`src/u2h_pkg.sv`:
```
// ----------------------------------------------------------------------------
// u2h_pkg
// Shared types, constants and helpers of the UTF-8 to UCS-2 hex converter.
// ----------------------------------------------------------------------------
package u2h_pkg;

  localparam int unsigned QueueDepth = 2;

  localparam logic [15:0] ReplacementCp = 16'h003F;
  localparam logic [7:0]  AsciiLimit    = 8'h80;

  // One queue entry: one or two code points out of a single input byte.
  // The second code point only appears when a three-byte sequence is cut
  // short by the end of text, and it is then below 0x80.
  typedef struct packed {
    logic [15:0] cp0;
    logic [6:0]  cp1;
    logic        two;
    logic        last;
  } entry_t;

  function automatic logic is_lead2(input logic [7:0] b);
    return (b & 8'hE0) == 8'hC0;
  endfunction

  function automatic logic is_lead3(input logic [7:0] b);
    return (b & 8'hF0) == 8'hE0;
  endfunction

  function automatic logic [6:0] hex_ascii(input logic [3:0] n);
    logic [6:0] r;
    if (n < 4'd10) begin
      r = 7'h30 + {3'b000, n};
    end else begin
      r = 7'h37 + {3'b000, n};
    end
    return r;
  endfunction

endpackage

```
`src/u2h_fifo.sv`:
```
// ----------------------------------------------------------------------------
// u2h_fifo
// Small register queue of decoded code points between decoder and serialiser.
// ----------------------------------------------------------------------------
module u2h_fifo import u2h_pkg::*; #(
  parameter int unsigned Depth = QueueDepth
) (
  input  logic   clk_i,
  input  logic   rst_ni,
  input  logic   push_i,
  input  entry_t entry_i,
  output logic   full_o,
  input  logic   pop_i,
  output logic   valid_o,
  output entry_t entry_o
);

  localparam int unsigned PtrW = (Depth > 1) ? $clog2(Depth) : 1;
  localparam int unsigned CntW = $clog2(Depth + 1);
  localparam logic [PtrW-1:0] LastPtr = PtrW'(Depth - 1);
  localparam logic [CntW-1:0] FullCnt = CntW'(Depth);

  entry_t          mem_q [Depth];
  logic [PtrW-1:0] wr_ptr_q, wr_ptr_d;
  logic [PtrW-1:0] rd_ptr_q, rd_ptr_d;
  logic [CntW-1:0] cnt_q, cnt_d;
  logic            do_push, do_pop;

  assign full_o  = (cnt_q == FullCnt);
  assign valid_o = (cnt_q != '0);
  assign entry_o = mem_q[rd_ptr_q];

  assign do_push = push_i && !full_o;
  assign do_pop  = pop_i && valid_o;

  always_comb begin
    wr_ptr_d = wr_ptr_q;
    rd_ptr_d = rd_ptr_q;
    cnt_d    = cnt_q;
    if (do_push) begin
      wr_ptr_d = (wr_ptr_q == LastPtr) ? '0 : wr_ptr_q + 1'b1;
    end
    if (do_pop) begin
      rd_ptr_d = (rd_ptr_q == LastPtr) ? '0 : rd_ptr_q + 1'b1;
    end
    if (do_push && !do_pop) begin
      cnt_d = cnt_q + 1'b1;
    end else if (do_pop && !do_push) begin
      cnt_d = cnt_q - 1'b1;
    end
  end

  always_ff @(posedge clk_i or negedge rst_ni) begin
    if (!rst_ni) begin
      wr_ptr_q <= '0;
      rd_ptr_q <= '0;
      cnt_q    <= '0;
    end else begin
      wr_ptr_q <= wr_ptr_d;
      rd_ptr_q <= rd_ptr_d;
      cnt_q    <= cnt_d;
    end
  end

  always_ff @(posedge clk_i) begin
    if (do_push) begin
      mem_q[wr_ptr_q] <= entry_i;
    end
  end

endmodule

```
`src/u2h_front.sv`:
```
// ----------------------------------------------------------------------------
// u2h_front
// Byte decoder: holds lead bytes until their followers arrive and pushes
// complete code points, or replacements for bad bytes, towards the queue.
// ----------------------------------------------------------------------------
module u2h_front import u2h_pkg::*; (
  input  logic       clk_i,
  input  logic       rst_ni,
  input  logic       s_tvalid_i,
  output logic       s_tready_o,
  input  logic [7:0] s_tdata_i,   // in_byte
  input  logic       s_tlast_i,   // end_of_text
  input  logic       full_i,
  output logic       push_o,
  output entry_t     entry_o
);

  logic [7:0] held_lead_q, held_lead_d;
  logic [7:0] held_second_q, held_second_d;
  logic [1:0] held_count_q, held_count_d;
  logic       accept;
  logic       push;
  entry_t     entry;
  logic [7:0] b;
  logic       eot;

  assign s_tready_o = !full_i;
  assign accept     = s_tvalid_i && !full_i;
  assign b          = s_tdata_i;
  assign eot        = s_tlast_i;

  always_comb begin
    held_lead_d   = held_lead_q;
    held_second_d = held_second_q;
    held_count_d  = 2'd0;
    push          = 1'b0;
    entry.cp0     = ReplacementCp;
    entry.cp1     = ReplacementCp[6:0];
    entry.two     = 1'b0;
    entry.last    = eot;
    case (held_count_q)
      2'd1: begin
        if (is_lead2(held_lead_q)) begin
          push      = 1'b1;
          entry.cp0 = {5'd0, held_lead_q[4:0], b[5:0]};
        end else if (eot) begin
          // three-byte lead cut short: replacement, then the byte on its own
          push      = 1'b1;
          entry.two = 1'b1;
          if (b < AsciiLimit) begin
            entry.cp1 = b[6:0];
          end
        end else begin
          held_second_d = b;
          held_count_d  = 2'd2;
        end
      end
      2'd2: begin
        push      = 1'b1;
        entry.cp0 = {held_lead_q[3:0], held_second_q[5:0], b[5:0]};
      end
      default: begin
        if (b < AsciiLimit) begin
          push      = 1'b1;
          entry.cp0 = {8'd0, b};
        end else if (is_lead2(b) || is_lead3(b)) begin
          if (eot) begin
            push = 1'b1;
          end else begin
            held_lead_d  = b;
            held_count_d = 2'd1;
          end
        end else begin
          push = 1'b1;
        end
      end
    endcase
    if (eot) begin
      held_lead_d   = '0;
      held_second_d = '0;
      held_count_d  = 2'd0;
    end
  end

  assign push_o  = accept && push;
  assign entry_o = entry;

  always_ff @(posedge clk_i or negedge rst_ni) begin
    if (!rst_ni) begin
      held_lead_q   <= '0;
      held_second_q <= '0;
      held_count_q  <= '0;
    end else if (accept) begin
      held_lead_q   <= held_lead_d;
      held_second_q <= held_second_d;
      held_count_q  <= held_count_d;
    end
  end

endmodule

```
`src/u2h_back.sv`:
```
// ----------------------------------------------------------------------------
// u2h_back
// Serialiser: turns each queued code point into four hex characters, one per
// cycle while the output is not stalled, through a registered output stage.
// ----------------------------------------------------------------------------
module u2h_back import u2h_pkg::*; (
  input  logic       clk_i,
  input  logic       rst_ni,
  input  logic       valid_i,
  input  entry_t     entry_i,
  output logic       pop_o,
  output logic       m_tvalid_o,
  input  logic       m_tready_i,
  output logic [7:0] m_tdata_o,   // hex_char, bit 7 zero
  output logic       m_tlast_o    // last_char
);

  logic        busy_q;
  logic [2:0]  step_q;
  logic [31:0] word_q;
  logic        two_q;
  logic        last_q;
  logic        out_valid_q;
  logic [6:0]  out_char_q;
  logic        out_last_q;
  logic        load_out, emit, final_char, pop;

  assign load_out   = !out_valid_q || m_tready_i;
  assign emit       = busy_q && load_out;
  assign final_char = (step_q == (two_q ? 3'd7 : 3'd3));
  // refill in the same cycle as the final character is loaded into the output stage
  assign pop        = valid_i && (!busy_q || (emit && final_char));
  assign pop_o      = pop;

  always_ff @(posedge clk_i or negedge rst_ni) begin
    if (!rst_ni) begin
      busy_q      <= 1'b0;
      step_q      <= '0;
      out_valid_q <= 1'b0;
    end else begin
      if (pop) begin
        busy_q <= 1'b1;
        step_q <= '0;
      end else if (emit && final_char) begin
        busy_q <= 1'b0;
      end else if (emit) begin
        step_q <= step_q + 1'b1;
      end
      if (load_out) begin
        out_valid_q <= emit;
      end
    end
  end

  always_ff @(posedge clk_i) begin
    if (pop) begin
      word_q <= {entry_i.cp0, 9'd0, entry_i.cp1};
      two_q  <= entry_i.two;
      last_q <= entry_i.last;
    end else if (emit) begin
      word_q <= {word_q[27:0], 4'd0};
    end
    if (emit) begin
      out_char_q <= hex_ascii(word_q[31:28]);
      out_last_q <= last_q && final_char;
    end
  end

  assign m_tvalid_o = out_valid_q;
  assign m_tdata_o  = {1'b0, out_char_q};
  assign m_tlast_o  = out_last_q;

endmodule

```
`src/utf8_to_ucs2_hex_unit.sv`:
```
// ----------------------------------------------------------------------------
// utf8_to_ucs2_hex_unit
// UTF-8 byte stream in, uppercase hex UCS-2 characters out.
//
//   channel  dir  tdata                  tlast
//   s_       in   in_byte [7:0]          end_of_text
//   m_       out  hex_char [6:0], 0 [7]  last_char
//
// One hex character leaves per cycle while the receiver is ready; a code point
// becomes four hex characters in the serialiser, so ASCII text is limited by the
// output stage. Lead bytes are held and give no output until their sequence ends.
// Reset clears held bytes, the queue and the output stage. Either side may
// stall; the queue lets the decoder run ahead until it is full.
// ----------------------------------------------------------------------------
module utf8_to_ucs2_hex_unit import u2h_pkg::*; #(
  parameter int unsigned QDepth = QueueDepth
) (
  input  logic       clk_i,
  input  logic       rst_ni,
  input  logic       s_tvalid_i,
  output logic       s_tready_o,
  input  logic [7:0] s_tdata_i,   // [7:0] in_byte
  input  logic       s_tlast_i,   // end_of_text
  output logic       m_tvalid_o,
  input  logic       m_tready_i,
  output logic [7:0] m_tdata_o,   // [6:0] hex_char, [7] zero
  output logic       m_tlast_o    // last_char
);

  logic   push, full, pop, q_valid;
  entry_t push_entry, pop_entry;

  u2h_front u_front (
    .clk_i      (clk_i),
    .rst_ni     (rst_ni),
    .s_tvalid_i (s_tvalid_i),
    .s_tready_o (s_tready_o),
    .s_tdata_i  (s_tdata_i),
    .s_tlast_i  (s_tlast_i),
    .full_i     (full),
    .push_o     (push),
    .entry_o    (push_entry)
  );

  u2h_fifo #(
    .Depth (QDepth)
  ) u_fifo (
    .clk_i   (clk_i),
    .rst_ni  (rst_ni),
    .push_i  (push),
    .entry_i (push_entry),
    .full_o  (full),
    .pop_i   (pop),
    .valid_o (q_valid),
    .entry_o (pop_entry)
  );

  u2h_back u_back (
    .clk_i      (clk_i),
    .rst_ni     (rst_ni),
    .valid_i    (q_valid),
    .entry_i    (pop_entry),
    .pop_o      (pop),
    .m_tvalid_o (m_tvalid_o),
    .m_tready_i (m_tready_i),
    .m_tdata_o  (m_tdata_o),
    .m_tlast_o  (m_tlast_o)
  );

endmodule

```
`config.mk`:
```
export PLATFORM = sky130hd
export DESIGN_NAME = utf8_to_ucs2_hex_unit
export DESIGN_NICKNAME = d
export VERILOG_FILES = /design/src/u2h_pkg.sv /design/src/u2h_fifo.sv /design/src/u2h_front.sv /design/src/u2h_back.sv /design/src/utf8_to_ucs2_hex_unit.sv
export SDC_FILE = /design/constraint.sdc
export NUM_CORES = 1
export LEC_CHECK = 0
export ABC_CLOCK_PERIOD_IN_PS = 7600
export BUFFER_PORTS_ARGS = -buffer_cell sky130_fd_sc_hd__buf_4
export CAP_MARGIN = 0
export CORE_ASPECT_RATIO = 1.2
export CORE_UTILIZATION = 46
export CTS_BUF_LIST = sky130_fd_sc_hd__clkbuf_16
export DETAILED_ROUTE_END_ITERATION = 7
export HOLD_SLACK_MARGIN = 0.02
export PLACE_DENSITY = 0.73
export RECOVER_POWER = 50
export SYNTH_ARGS = -nofsm -noshare
export SYNTH_HDL_FRONTEND = slang
export SYNTH_SLANG_ARGS = --single-unit
```
`constraint.sdc`:
```
create_clock -name clk_i -period 7.6 [get_ports clk_i]
set_input_delay 0.76 -clock clk_i [delete_from_list [all_inputs] [get_ports clk_i]]
set_output_delay 0.76 -clock clk_i [all_outputs]
set_load 0.02 [all_outputs]
```
==> summary.txt <==
Power and ir drop
  • Comb pwr share: 20.2%
  • Power Density: 404.5 nW/um2
  • Peak VDD IR: 0.0001827 V
  • Clock power share: 37.2%
  • Int Pwr: 1.687 mW
  • Leakage: 2.137 nW
  • Switching power total: 0.6378 mW
  • Total power: 2.325 mW
  • Sequential share of power: 42.6%
  • Switching share of power: 27.43%

Clock network
  • Total CTS buffers: 17
  • Clk_lat worst skew: 0.41 ns
  • Root Driver: clkbuf_16
  • TritonCTS clock tree: done
  • CTS sink cnt: 117
  • Cts hold-fix bufs: 0
  • PostCTS Resize Cnt: 0
  • H-tree depth: 4
  • Clk buf depth: 2
  • Clock transition at the registers of the reported paths: 0.05 ns
  • # Post-CTS Setup Buffers: 0

Synth
  • Synthesized Nets: 385
  • Post-synth cell types: 47
  • Post-Syn Instances: 367
  • Post-Syn Area: 4931 um2
  • Sequential-to-total area share from yosys stat: 66.89%
  • Post-Syn Area per Cell: 13.44 um2
  • FF+latch count, synth: 117
  • Synth Warn #: 0

Outcome
  • Outcome: finished, violations left
  • Failing checks: capacitance limit, slew limit

Worst setup path
  • Worst setup EP type: register
  • Crit path required time: 7.61 ns
  • Flop-to-flop setup slack: 4.75 ns
  • CP Class: reg2reg
  • Worst EP arrival: 2.86 ns
  • Worst R2R End: u_fifo.mem_q[0][9]
  • R2R depth: 5
  • Worst setup path start: u_front.held_count_q[1]
  • Crit Reg-Reg Startpoint: u_front.held_count_q[1]
  • Startpoint types: register
  • CP max FO: 25
  • CP endpoint: u_fifo.mem_q[0][9]

Timing
  • Slew Limit Fails: 27
  • Period Utilization, post-route: 37.49%
  • Minimum clock period: 2.850 ns
  • Final setup TNS: 0 ns
  • Max Fclk: 350.9 MHz
  • Clk_skew: 0.007539 ns
  • RSZ-0062 raised after global routing: false
  • Worst slew pin tran: 1.795 ns
  • Final setup viols: 0
  • Final hold violation count: 0
  • Max transition margin: -19.68%

Layout
  • Area Overhead vs Synth: 16.57%
  • Ratio of cells with drive above 1 in the final layout: 12.38%
  • Fin cells: 533
  • Final nets: 409
  • # diodes: 0

Route
  • Final ANT Viol Nets: 0
  • DR WL/cell: 16.93 um
  • Vias/cell: 5.471
  • DRC: 0
  • DRT Pass-1 Iters: 4
  • Final wirelength: 9024 um
  • Initial DRC count: 136
  • Detailed-route via count: 2916

Job
  • Max Cap Viol: 1

Global routing
  • Antenna violations before repair: 0
  • Gr ovfl total: 0
  • Largest net degree at the start of global routing: 27
  • First-pass GRT wire length: 14870 um
  • Tot GR Track Use: 18.62%
  • Vias in the first global route: 2909

Die
  • Die width: 96.52 um
  • Top-level I/O count: 24
  • Area of the core: 10470 um2
  • Die Ht: 115.4 um
  • # rows: 41
  • Full die area: 11140 um2
  • Initial Utilization: 47.12%

Placement
  • Cell Count Post-Placement: 501
  • Detail Placement HPWL: 6007 um
  • Gpl congestion: 0.9129
  • Port buffer count: 22

Min path
  • Worst Hold Class: reg2reg
  • Worst hold start: u_back.word_q[7]
==> sequential cells by signal, summed over array words and instances, names as in the netlist, 2 cells and up <==
| signal | count |
|---|---|
| u_front.held_lead_q | 8 |
| u_fifo.cnt_q | 2 |
| u_fifo.mem_q | 50 |
| u_back.out_char_q | 7 |
| u_front.held_second_q | 6 |
| u_back.step_q | 3 |
| u_front.held_count_q | 2 |
| u_back.word_q | 32 |
==> cells in the final DEF, fill, tap and decap left out, types with 8 or more instances in the layout <==
cell,synthesis,layout
edfxtp_1,83,83
nand2_1,44,44
dfrtp_1,25,25
mux2i_1,23,23
o2bb2ai_1,19,19
nor2_1,17,17
clkbuf_16,0,17
a21oi_1,16,15
a22oi_1,13,13
clkbuf_1,5,13
inv_1,9,12
o21ai_0,5,10
buf_4,3,10
dfxtp_1,9,9
nand2b_1,8,8
o21ai_1,13,8
==> critical path, cell delays in order (launching register included) <==
cell and delay, ns:
dfrtp_1 0.38, inv_1 0.08, ha_1 0.27, and2_0 0.40, o221a_2 0.31, nor2b_2 1.01
==> per-stage QoR <==
step                util, %  cell area [um2]  setup slack [ns]  hold slack (ns)
floorplan                 -             4931             4.767           0.4315
global placement      49.47             5177             4.775           0.4360
detailed placement    49.47             5177             4.713           0.4465
CTS                   55.62             5821             4.758           0.2526
global route          54.93             5748             4.564           0.4764
finish                54.93             5748             4.750           0.4522
==> per-layer routing <==
layer,track usage (%),wire length (um),vias to the layer above
met3,5.709,349,14
met2,29.72,4585,78
met5,0,0,-
met1,23.57,3945,1421
met4,7.647,144,0
li1,-,-,1403
==> synthesized netlist by cell type, drive strengths merged <==
| cell | count | area share [%] |
|---|---|---|
| a22oi | 13 | 2.0 |
| nand2 | 44 | 3.3 |
| o2bb2ai | 19 | 3.4 |
| nor3 | 2 | 0.41 |
| dfxtp | 9 | 3.7 |
| o21a | 7 | 1.1 |
| a31o | 1 | 0.18 |
| nor4b | 1 | 0.48 |
| buf | 14 | 1.7 |
| and3 | 2 | 0.25 |
| a32o | 1 | 0.20 |
| ha | 5 | 1.3 |
| xor2 | 4 | 0.71 |
| inv | 12 | 0.91 |
| or3 | 2 | 0.25 |
| or4 | 1 | 0.15 |
| o21ai | 19 | 2.2 |
| a221oi | 1 | 0.18 |
| clkbuf | 5 | 0.38 |
| and3b | 1 | 0.25 |
| xnor2 | 4 | 0.71 |
| nand2b | 9 | 1.3 |
| a21oi | 16 | 1.6 |
| nand3 | 2 | 0.20 |
| a32oi | 1 | 0.18 |
| a21o | 2 | 0.30 |
| nand4 | 2 | 0.25 |
| dfrtp | 25 | 13 |
| o31ai | 1 | 0.43 |
| edfxtp | 83 | 51 |
| mux2i | 23 | 4.7 |
| o221a | 1 | 0.23 |
| nor2b | 4 | 0.66 |
| nor2 | 17 | 1.3 |
| mux2 | 2 | 0.46 |
| and2 | 9 | 1.1 |
| a22o | 1 | 0.18 |
| a311oi | 1 | 0.18 |
| conb | 1 | 0.076 |
==> how the worst min path moves through the flow <==
stage / to / slack [ns] / cells past startpoint
after floorplan: u_back.word_q[7] / 0.43 / 2
after global placement: u_back.word_q[11] / 0.44 / 2
after detailed placement: u_back.word_q[7] / 0.45 / 2
after CTS: u_front.held_second_q[0] / 0.25 / 1
after global routing: u_back.word_q[7] / 0.48 / 2
final: u_back.word_q[7] / 0.45 / 2
==> cell type report <==
type | instances | area, um2
tap | 129 | 161.4
timing repair buffer | 24 | 131.4
inverter | 12 | 45.04
clock inverter | 15 | 217.7
sequential | 117 | 3298
clock buffer | 17 | 425.4
fill | 854 | 4717
multi-input combinational | 219 | 1469
==> power groups by stage <==
stage / combinational, mW / clock (mW) / sequential (mW)
6_report: 0.469 / 0.865 / 0.992
5_1_grt: 0.525 / 0.906 / 1.01
4_1_cts: 0.484 / 0.877 / 0.992
3_5_place_dp: 0.482 / 0 / 1.00
3_3_place_gp: 0.468 / 0 / 0.995
2_1_floorplan: 0.373 / 0 / 0.980
==> cells by family (layout without fill, tap and decap cells) <==
kind of cell	Yosys count	count (layout)	share of synthesized area, %
DFF	117	117	66.89
and+or+nand+nor	96	96	9.997
AOI/OAI and AO/OA	84	84	12.26
buffers and inverters	31	68	2.969
muxes	25	25	5.126
xor gates and xnor gates	8	8	1.421
adders and majority gates	5	5	1.269
other	1	1	0.07605
(Power assumes the default switching activity.)
